--- src/rtl/core/ppos_pkg.sv ---
// Shared widths, constants and arctangent table of the polar origin shift core.
package ppos_pkg;

	localparam int ANGLE_SHIFT_DEF   = 1;
	localparam int CORDIC_STAGES_DEF = 18;
	localparam int TABLE_LEN         = 24;

	localparam int VEC_W   = 37;
	localparam int ANG_W   = 27;
	localparam int PNT_W   = 19;
	localparam int OFF_W   = 18;
	localparam int FRAC    = 14;
	localparam int ANG_FRAC = 10;
	localparam int INVK_W  = 30;
	localparam int DIST_W  = 19;
	localparam int NANG_W  = 15;

	typedef logic signed [VEC_W-1:0] vec_t;
	typedef logic signed [ANG_W-1:0] ang_t;
	typedef logic signed [PNT_W-1:0] pnt_t;
	typedef logic signed [OFF_W-1:0] off_t;

	localparam logic [INVK_W-1:0] INVK = 30'd652032874;

	localparam logic [15:0]        FULL_TURN_U = 16'd23040;
	localparam logic signed [15:0] FULL_TURN   = 16'sd23040;
	localparam logic signed [15:0] HALF_TURN   = 16'sd11520;
	localparam logic signed [15:0] QUARTER_POS = 16'sd5760;
	localparam logic signed [15:0] QUARTER_NEG = -16'sd5760;

	localparam vec_t ROUND_HALF = vec_t'(1) <<< (FRAC - 1);
	localparam ang_t ANG_HALF   = ang_t'(1) <<< (ANG_FRAC - 1);
	localparam ang_t Z_HALF     = 27'sd11796480;
	localparam ang_t ANG_POS    = 27'sd11520;
	localparam ang_t ANG_NEG    = -27'sd11520;

	localparam logic [DIST_W-1:0] DIST_MAX = 19'd278046;

	localparam logic REG_OFFSET_X = 1'b0;
	localparam logic REG_OFFSET_Y = 1'b1;

	function automatic ang_t atan_entry(input int idx);
		case (idx)
			0: return 27'sd2949120;
			1: return 27'sd1740967;
			2: return 27'sd919879;
			3: return 27'sd466945;
			4: return 27'sd234379;
			5: return 27'sd117304;
			6: return 27'sd58666;
			7: return 27'sd29335;
			8: return 27'sd14668;
			9: return 27'sd7334;
			10: return 27'sd3667;
			11: return 27'sd1833;
			12: return 27'sd917;
			13: return 27'sd458;
			14: return 27'sd229;
			15: return 27'sd115;
			16: return 27'sd57;
			17: return 27'sd29;
			18: return 27'sd14;
			19: return 27'sd7;
			20: return 27'sd4;
			21: return 27'sd2;
			22: return 27'sd1;
			default: return '0;
		endcase
	endfunction

endpackage

--- src/rtl/core/ppos_cell.sv ---
// One CORDIC micro-rotation cell, rotation or vectoring mode, with registered outputs.
module ppos_cell #(
	parameter int STAGE     = 0,
	parameter bit VECTORING = 1'b0
) (
	input  logic          clk,
	input  ppos_pkg::vec_t x_in,
	input  ppos_pkg::vec_t y_in,
	input  ppos_pkg::ang_t z_in,
	output ppos_pkg::vec_t x_q,
	output ppos_pkg::vec_t y_q,
	output ppos_pkg::ang_t z_q
);
	import ppos_pkg::*;

	localparam ang_t STEP_ANGLE = atan_entry(STAGE);

	vec_t x_sh;
	vec_t y_sh;
	logic dir_pos;

	assign x_sh    = x_in >>> STAGE;
	assign y_sh    = y_in >>> STAGE;
	assign dir_pos = VECTORING ? y_in[VEC_W-1] : !z_in[ANG_W-1];

	always_ff @(posedge clk) begin
		if (dir_pos) begin
			x_q <= x_in - y_sh;
			y_q <= y_in + x_sh;
			z_q <= z_in - STEP_ANGLE;
		end else begin
			x_q <= x_in + y_sh;
			y_q <= y_in - x_sh;
			z_q <= z_in + STEP_ANGLE;
		end
	end

endmodule

--- config.mk ---
export PLATFORM = sky130hd
export DESIGN_NAME = ppos_cell
export DESIGN_NICKNAME = d
export VERILOG_FILES = /design/src/rtl/core/ppos_pkg.sv /design/src/rtl/core/ppos_cell.sv
export SDC_FILE = /design/constraint.sdc
export NUM_CORES = 1
export LEC_CHECK = 0
export BUFFER_PORTS_ARGS = -buffer_cell sky130_fd_sc_hd__buf_2
export CAP_MARGIN = 20
export CORE_MARGIN = 2
export CORE_UTILIZATION = 25
export CTS_CLUSTER_DIAMETER = 80
export DETAILED_ROUTE_END_ITERATION = 8
export HOLD_SLACK_MARGIN = 0.02
export SETUP_SLACK_MARGIN = 0.2
export SLEW_MARGIN = 5
export SYNTH_ARGS = -nofsm -noshare
export SYNTH_HDL_FRONTEND = slang
export SYNTH_SLANG_ARGS = --single-unit
--- constraint.sdc ---
create_clock -name clk -period 6 [get_ports clk]
set_clock_uncertainty 0.1 [all_clocks]
set_input_delay 0.3 -clock clk [delete_from_list [all_inputs] [get_ports clk]]
set_output_delay 0.3 -clock clk [all_outputs]
set_load 0.02 [all_outputs]
==> results of run 1 <==
[final cells by class]
type	instances	area share, %
diodes	5	0.117
clock inverters	7	0.769
flip-flops and latches	100	18.7
inverters	111	3.88
repair buffers	222	11.2
well taps	455	5.30
clock buffers	9	2.10
multi-input cells	864	58.0
[layout by cell type, fill, tap and decap left out, types with 13 or more instances in the layout]
cell type	Yosys	layout
nor2b_1	17	17
dlygate4sd3_1	0	17
nand4_1	13	13
a211oi_1	13	13
a21o_1	17	17
a21oi_1	122	122
nor2_1	87	87
inv_1	107	106
o21ai_0	63	63
xor2_1	13	13
nand2b_1	14	14
buf_2	7	202
ha_1	124	124
o21bai_1	27	27
dfxtp_1	100	100
o31ai_1	13	13
xnor2_1	65	65
mux2i_1	24	24
nand2_1	64	64
nor3_1	24	24
nand3_1	14	14
[registers in the layout, summed over array words and instances (netlist names)]
register,flops
x_q,36
y_q,37
z_q,27
[how the worst min path moves through the flow]
| stage | start | to | slack [ns] |
|---|---|---|---|
| floorplan | z_in[0] | z_q[0]$_DFF_P_ | 0.23 |
| global placement | z_in[11] | z_q[11]$_DFF_P_ | 0.30 |
| detailed placement | z_in[11] | z_q[11]$_DFF_P_ | 0.30 |
| CTS | z_in[17] | z_q[17]$_DFF_P_ | 0.1 |
| global route | z_in[17] | z_q[17]$_DFF_P_ | 0.11 |
| finish | z_in[17] | z_q[17]$_DFF_P_ | 0.12 |
[synth_stat cells (all sizes together), types with 5 or more instances]
cell / instances / area share, %
a21oi: 124 / 7.1
ha: 124 / 18
inv: 109 / 4.6
dfxtp: 100 / 23
nor2: 87 / 3.7
xnor2: 65 / 6.4
nand2: 64 / 2.7
o21ai: 64 / 3.6
clkbuf: 30 / 1.3
o21bai: 27 / 2.3
mux2i: 24 / 2.7
nor3: 24 / 1.4
buf: 21 / 1.1
a21o: 18 / 1.5
nor2b: 17 / 1.2
nand2b: 14 / 0.99
nand3: 14 / 0.79
a211oi: 13 / 1.1
nand4: 13 / 0.92
o31ai: 13 / 1.1
xor2: 13 / 1.3
a31oi: 9 / 0.64
a211o: 8 / 0.79
and3: 8 / 0.57
nor4: 8 / 0.57
o211ai: 8 / 0.68
o221ai: 8 / 0.79
or2: 8 / 0.57
a2111oi: 7 / 1.1
and2: 7 / 0.49
o31a: 7 / 0.69
o21a: 6 / 0.51
a41oi: 5 / 0.49
or4: 5 / 0.42
[per-stage QoR]
step | worst slack [ns] | instance area (µm²)
global route | 1.91 | 10700
detailed placement | 1.94 | 10200
finish | 2.17 | 10700
CTS | 2.35 | 10700
floorplan | 3.06 | 8850
global placement | 1.95 | 10200
[report_power, final]
part | switching (µW) | internal (µW) | total [µW]
Clock | 309 | 331 | 640
Combinational | 751 | 405 | 1160
Sequential | 43.9 | 806 | 850
[logic make-up after synthesis]
family,synth area share [%]
simple gates,15.0
flops,22.6
compound gates,26.4
mux,2.71
buf+inv,7.10
fa+ha+maj,18.4
xor+xnor,7.72
[layer usage]
layer	GRT usage, %	vias to the layer above	wire length, µm
met5	0	-	77
met4	4.40	16	580
met3	4.68	48	2780
met2	26.6	386	14000
met1	22.3	4204	14300
li1	-	4322	-
==> results.ini, run 1 <==
[clocking]
htreeDepth=3
holdBufCountCts=17
ctsResizeCount=0
clkTransAtPathRegs_ns=0.08
root_buffer=clkbuf_16
clockBufferDepth=2
numCtsBuffers=9
cts_tree=yes
clock_sinks=100
cts_setup_buffers=0

[final_layout]
nFillCells=3767
finalNonFillerCells=1773
area_delta_synth_final_pct=21.3
fin_nets=1538
drive_above_1_share_pct=18.3
final_util_pct=30.9
multiInputGateArea_mm2=0.00622
ff_latch_area_mm2=0.00200

[synthesis]
syn_area_mm2=0.00885
yosysSeqAreaShare_pct=22.6
synthArstFlopShare_pct=0
synth_cell_type_count=70
ys.flop_type=dfxtp_1
syn_nets=1356
synth_edf_count=0
syn_inst=1126
ys.warnings.count=0
ys_seq_elements=100
syn_area_per_cell_um2=7.86

[timing]
worstMarginPinSlew_ns=0.976
slew_headroom_pct=35.0
setup_viol=0
post-route-period-util_pct=63.9
rsz0062_at_grt=no
whs_ns=0.116
report.final.slew_viol_count=0
fin_setup_tns_ns=0
min_period_ns=3.83
hold_viol=0
max_freq_mhz=261

[drt]
vias=8976
drc=0
drt_first_pass_iters=5
wl_um=31700
drt_iter0_markers=706
via_per_inst=5.06
antenna_left=0
detail_route.wl_per_cell_um=17.9

[setup_path]
crit_end=x_q[32]$_DFF_P_
path_delay_family=compound AO/OA/AOI/OAI gates
criticalPathCategory=in -> reg
required_ns=6.16
cp-startpoint=x_in[0]
cp.buffers_inverters=1
crit_slowest_cell=a221oi_1
worstPathCellList=buf_2, ha_1, fa_1, nor2b_1, o211ai_1, a31oi_1, a211oi_1, o31ai_1, a221oi_1, nand2b_1, o221ai_1, xnor2_1
crit_path_max_incr_delay_ns=0.74
cp-start-kind=primary input
crit_cells=12
worstPathMaxFanout=4
end_kind=flip-flop
worstPathArrival_ns=3.99

[die]
die_x_um=192
initial_core_util_pct=25.5
num_rows=68
die_y_um=192
dieArea_mm2=0.0369
core_mm2=0.0347
io_pins=203

[pwr]
leakage_uw=0.00503
p_total_uw=2650
ir_drop_mv=0.133
p_per_area_mw_per_mm2=246

[placed_design]
numPlacedInstances=1735
gp_congestion=0.985
hpwl_um=25500
port_buffers=202

[grt]
grt_pass1_vias=8693
grt_pass1_wl_um=48200
grt_max_degree=86
antenna_found_initial=14
gr-usage-all-layers_pct=16.8
overflow=0

[hold_path]
worstHoldPathType=in -> reg
hold_depth=2

[run]
cap_violations=0

[status]
status=complete, no violations

Power figures use the tool's default switching activity.
==> inputs of run 2 (changes only) <==
--- a/config.mk
+++ b/config.mk
@@ -5,6 +5,7 @@
 export SDC_FILE = /design/constraint.sdc
 export NUM_CORES = 1
 export LEC_CHECK = 0
+export ABC_AREA = 1
 export BUFFER_PORTS_ARGS = -buffer_cell sky130_fd_sc_hd__buf_2
 export CAP_MARGIN = 20
 export CORE_MARGIN = 2
==> constraint.sdc (replaced) <==
create_clock -name clk -period 3.5 [get_ports clk]
set_clock_uncertainty 0.1 [all_clocks]
set_input_delay 0.175 -clock clk [delete_from_list [all_inputs] [get_ports clk]]
set_output_delay 0.175 -clock clk [all_outputs]
set_load 0.02 [all_outputs]
==> run 2 against run 1 <==
  * Non-clock buffer count grew 11
  * Global-route usage grew 2.3 points
  * Total power grew 72%
  * Cell area up 17%
  * Hold slack worse by 0.058 ns
  * Critical path depth grew 2
  * Area after synthesis grew 19%
  * Critical path type unchanged
  * Largest cell class unchanged
==> results.ini, run 2 <==
[synthesis]
synth.top_cells.by_area=nand2_1, dfxtp_1, ha_1  ; was dfxtp_1, ha_1, a21oi_1
synth_edf_count=0  ; unchanged
synth_top_family_by_area=simple AND/OR/NAND/NOR gates  ; was compound AO/OA/AOI/OAI gates
synth_mux_area_share_pct=0  ; was 2.71%
syn_area_per_cell_um2=5.84  ; was 7.86 µm²
yosysMostFrequentCell=nand2_1  ; was ha_1
synth_common_cells=nand2_1, inv_1, nand3_1  ; was ha_1, a21oi_1, inv_1
yosys.area_share.xor_xnor_pct=3.07  ; was 7.72%
syn_nets=2037  ; was 1356
synthSimpleGateAreaFrac_pct=35.3  ; was 15.0%
syn_area_mm2=0.0106  ; was 0.00885 mm²
synth_cell_type_count=38  ; was 70
syn_inst=1807  ; was 1126
yosysSeqAreaShare_pct=19.0  ; was 22.6%
ys_seq_elements=100  ; unchanged
yosysTopAreaCellShare_pct=19.9  ; was 22.6%
synth_largest_area_cell=nand2_1  ; was dfxtp_1
synth_compound_area_share_pct=13.7  ; was 26.4%
ys.flop_type=dfxtp_1  ; unchanged
synth-adder-area-share_pct=15.5  ; was 18.4%
synthArstFlopShare_pct=0  ; unchanged
ys.warnings.count=0  ; unchanged

[placed_design]
gp_congestion=0.976  ; was 0.985
placed_area_mm2=0.0121  ; was 0.0102 mm²
port_buffers=202  ; unchanged
hpwl_um=35600  ; was 25500 µm

[grt]
use_met1_pct=25.2  ; was 22.3%
antenna_found_initial=0  ; was 14
grt.busiest_layer=met2  ; unchanged
grt_max_degree=68  ; was 86
overflow=0  ; unchanged
gr-usage-all-layers_pct=19.1  ; was 16.8%
grt.met2_usage_pct=31.7  ; was 26.6%
grt_pass1_wl_um=64200  ; was 48200 µm
grt_pass1_vias=11500  ; was 8693
met3_usage_pct=2.66  ; was 4.68%

[die]
initial_core_util_pct=25.3  ; was 25.5%
die_x_um=209  ; was 192 µm
num_rows=75  ; was 68
dieArea_mm2=0.0439  ; was 0.0369 mm²
die_y_um=209  ; was 192 µm
core_mm2=0.0418  ; was 0.0347 mm²
io_pins=203  ; unchanged

[setup_path]
crit_cells=14  ; was 12
required_ns=3.68  ; was 6.16 ns
cp-startpoint=y_in[0]  ; was x_in[0]
cp.buffers_inverters=3  ; was 1
worstPathArrival_ns=3.08  ; was 3.99 ns
crit_path_max_incr_delay_ns=0.53  ; was 0.74 ns
end_kind=flip-flop  ; unchanged
criticalPathCategory=in -> reg  ; unchanged
cp-start-kind=primary input  ; unchanged
crit_slowest_cell=dlygate4sd3_1  ; was a221oi_1
path_delay_family=buffers and inverters  ; was compound AO/OA/AOI/OAI gates
cp_common_cell=nand2_1
worstPathCellList=dlygate4sd3_1, buf_2, ha_1, fa_1, inv_1, nand3_1, nand3_1, a21oi_1, o21ai_1, nand2_1, nand2_1, nand2_1, nand3_1, nand2_1  ; was buf_2, ha_1, fa_1, nor2b_1, o211ai_1, a31oi_1, a211oi_1, o31ai_1, a221oi_1, nand2b_1, o221ai_1, xnor2_1
crit_end=x_q[24]$_DFF_P_  ; was x_q[32]$_DFF_P_
worstPathMaxFanout=4  ; unchanged

[drt]
via_per_inst=4.69  ; was 5.06
drt_iter0_markers=897  ; was 706
detail_route.wl_per_cell_um=16.5  ; was 17.9 µm
wl_um=42100  ; was 31700 µm
drt_first_pass_iters=6  ; was 5
vias=11900  ; was 8976
drc=0  ; unchanged
antenna_left=0  ; unchanged

[clocking]
numCtsBuffers=9  ; unchanged
htreeDepth=3  ; unchanged
clock_sinks=100  ; unchanged
clockBufferDepth=2  ; unchanged
root_buffer=clkbuf_16  ; unchanged
ctsResizeCount=0  ; unchanged
clkTransAtPathRegs_ns=0.07  ; was 0.08 ns
cts_tree=yes  ; unchanged

[timing]
max_freq_mhz=345
worstMarginPinSlew_ns=0.835  ; was 0.976 ns
min_period_ns=2.90
hold_viol=0  ; unchanged
post-route-period-util_pct=82.9
setup_viol=0  ; unchanged
whs_ns=0.0578  ; was 0.116 ns
fin_setup_tns_ns=0  ; unchanged
slew_headroom_pct=44.3  ; was 35.0%
report.final.slew_viol_count=0  ; unchanged
rsz0062_at_grt=no  ; unchanged

[final_layout]
top_register=y_q  ; unchanged
final_common_cell=nand2_1  ; was buf_2
fin_nets=2232  ; was 1538
drive_above_1_share_pct=12.0  ; was 18.3%
final_cell_area_mm2=0.0125  ; was 0.0107 mm²
largest_reg_flops=37  ; unchanged
final_cell_mix=nand2_1, inv_1, buf_2, nand3_1, nor2_1  ; was buf_2, ha_1, a21oi_1, inv_1, dfxtp_1
reg_top3=y_q x37, x_q x36, z_q x27  ; unchanged
area_delta_synth_final_pct=18.8  ; was 21.3%

[hold_path]
worstHoldPathType=in -> reg  ; unchanged
min-delay-start=x_in[0]  ; was z_in[17]

[pwr]
ir_drop_mv=0.182  ; was 0.133 mV
leakage_uw=0.00695  ; was 0.00503 µW
p_per_area_mw_per_mm2=363  ; was 246 mW/mm²

[status]
status=complete, no violations  ; unchanged

[run]
cap_violations=0  ; unchanged

## run 2: changes by cell type in the layout (fill, tap and decap cells not counted), sizes merged, moves of 17 or more
cell / before / now
mux2i: 24 / 0
o21ai: 64 / 104
nand3: 14 / 171
xnor2: 65 / 2
inv: 112 / 310
nor2b: 17 / 0
xor2: 13 / 35
nor2: 87 / 145
nand2: 64 / 560
## run 2: area by class of cell
| cell class | count | area [µm²] |
|---|---|---|
| Timing Repair Buffer | 233 | 1290 |
| Clock buffer | 10 | 229 |
| Tap cell | 539 | 674 |
| Inverter | 307 | 1150 |
| Antenna cell | 1 | 2.50 |
| Clock inverter | 6 | 46.3 |
| Fill cell | 4687 | 29200 |
| Multi-Input combinational cell | 1351 | 7130 |
| Sequential cell | 100 | 2000 |
## run 2: power by group
part	switching, µW	internal, µW
Sequential	58.0	1330
Clock	555	491
Combinational	1470	651
## run 2: how the worst min path moves through the flow
| stage | end | slack, ns | depth (start not counted) |
|---|---|---|---|
| 3_5_place_dp | z_q[0]$_DFF_P_ | 0.18 | 1 |
| 4_1_cts | y_q[0]$_DFF_P_ | 0.03 | 4 |
| 3_3_place_gp | z_q[0]$_DFF_P_ | 0.18 | 1 |
| 2_1_floorplan | z_q[0]$_DFF_P_ | 0.10 | 0 |
| 5_1_grt | y_q[0]$_DFF_P_ | 0.09 | 4 |
| 6_report | y_q[0]$_DFF_P_ | 0.06 | 4 |
## run 2: routing by layer
layer / routed length (µm) / part of all wire (%) / vias up
li1: - / - / 6036
met1: 19400 / 46 / 5455
met2: 19000 / 45 / 397
met3: 2500 / 5.9 / 47
met4: 1080 / 2.6 / 0
met5: 0 / 0 / -
## run 2: logic make-up after synthesis
kind of cell             Yosys count
AND/OR/NAND/NOR                  912
buffers and inverters            356
AO/OA/AOI/OAI                    274
adder cells (fa/ha/maj)          128
flip-flops                       100
XOR/XNOR                          37
## run 2: worst min-delay path: cells and delay by family
family,cells,cell delay (ns)
buf+inv,3,0.19
fa+ha+maj,1,0.13
## run 2: stage by stage
stage          total power, µW  worst slack (ns)  std cells  utilization, %
2_1_floorplan             2750              1.30       1807               -
3_3_place_gp              3480             0.746       2510            28.9
3_5_place_dp              3490             0.739       2510            28.9
4_1_cts                   4590             0.686       2546            30.0
5_1_grt                   4880             0.504       2546            30.0
6_report                  4550             0.600       2547            30.0
## run 2: repair_timing
action                                 CTS  global route
hold buffers                            20             0
setup endpoints to repair                0             0
endpoints found under the hold margin   21             0
setup buffers                            0             0
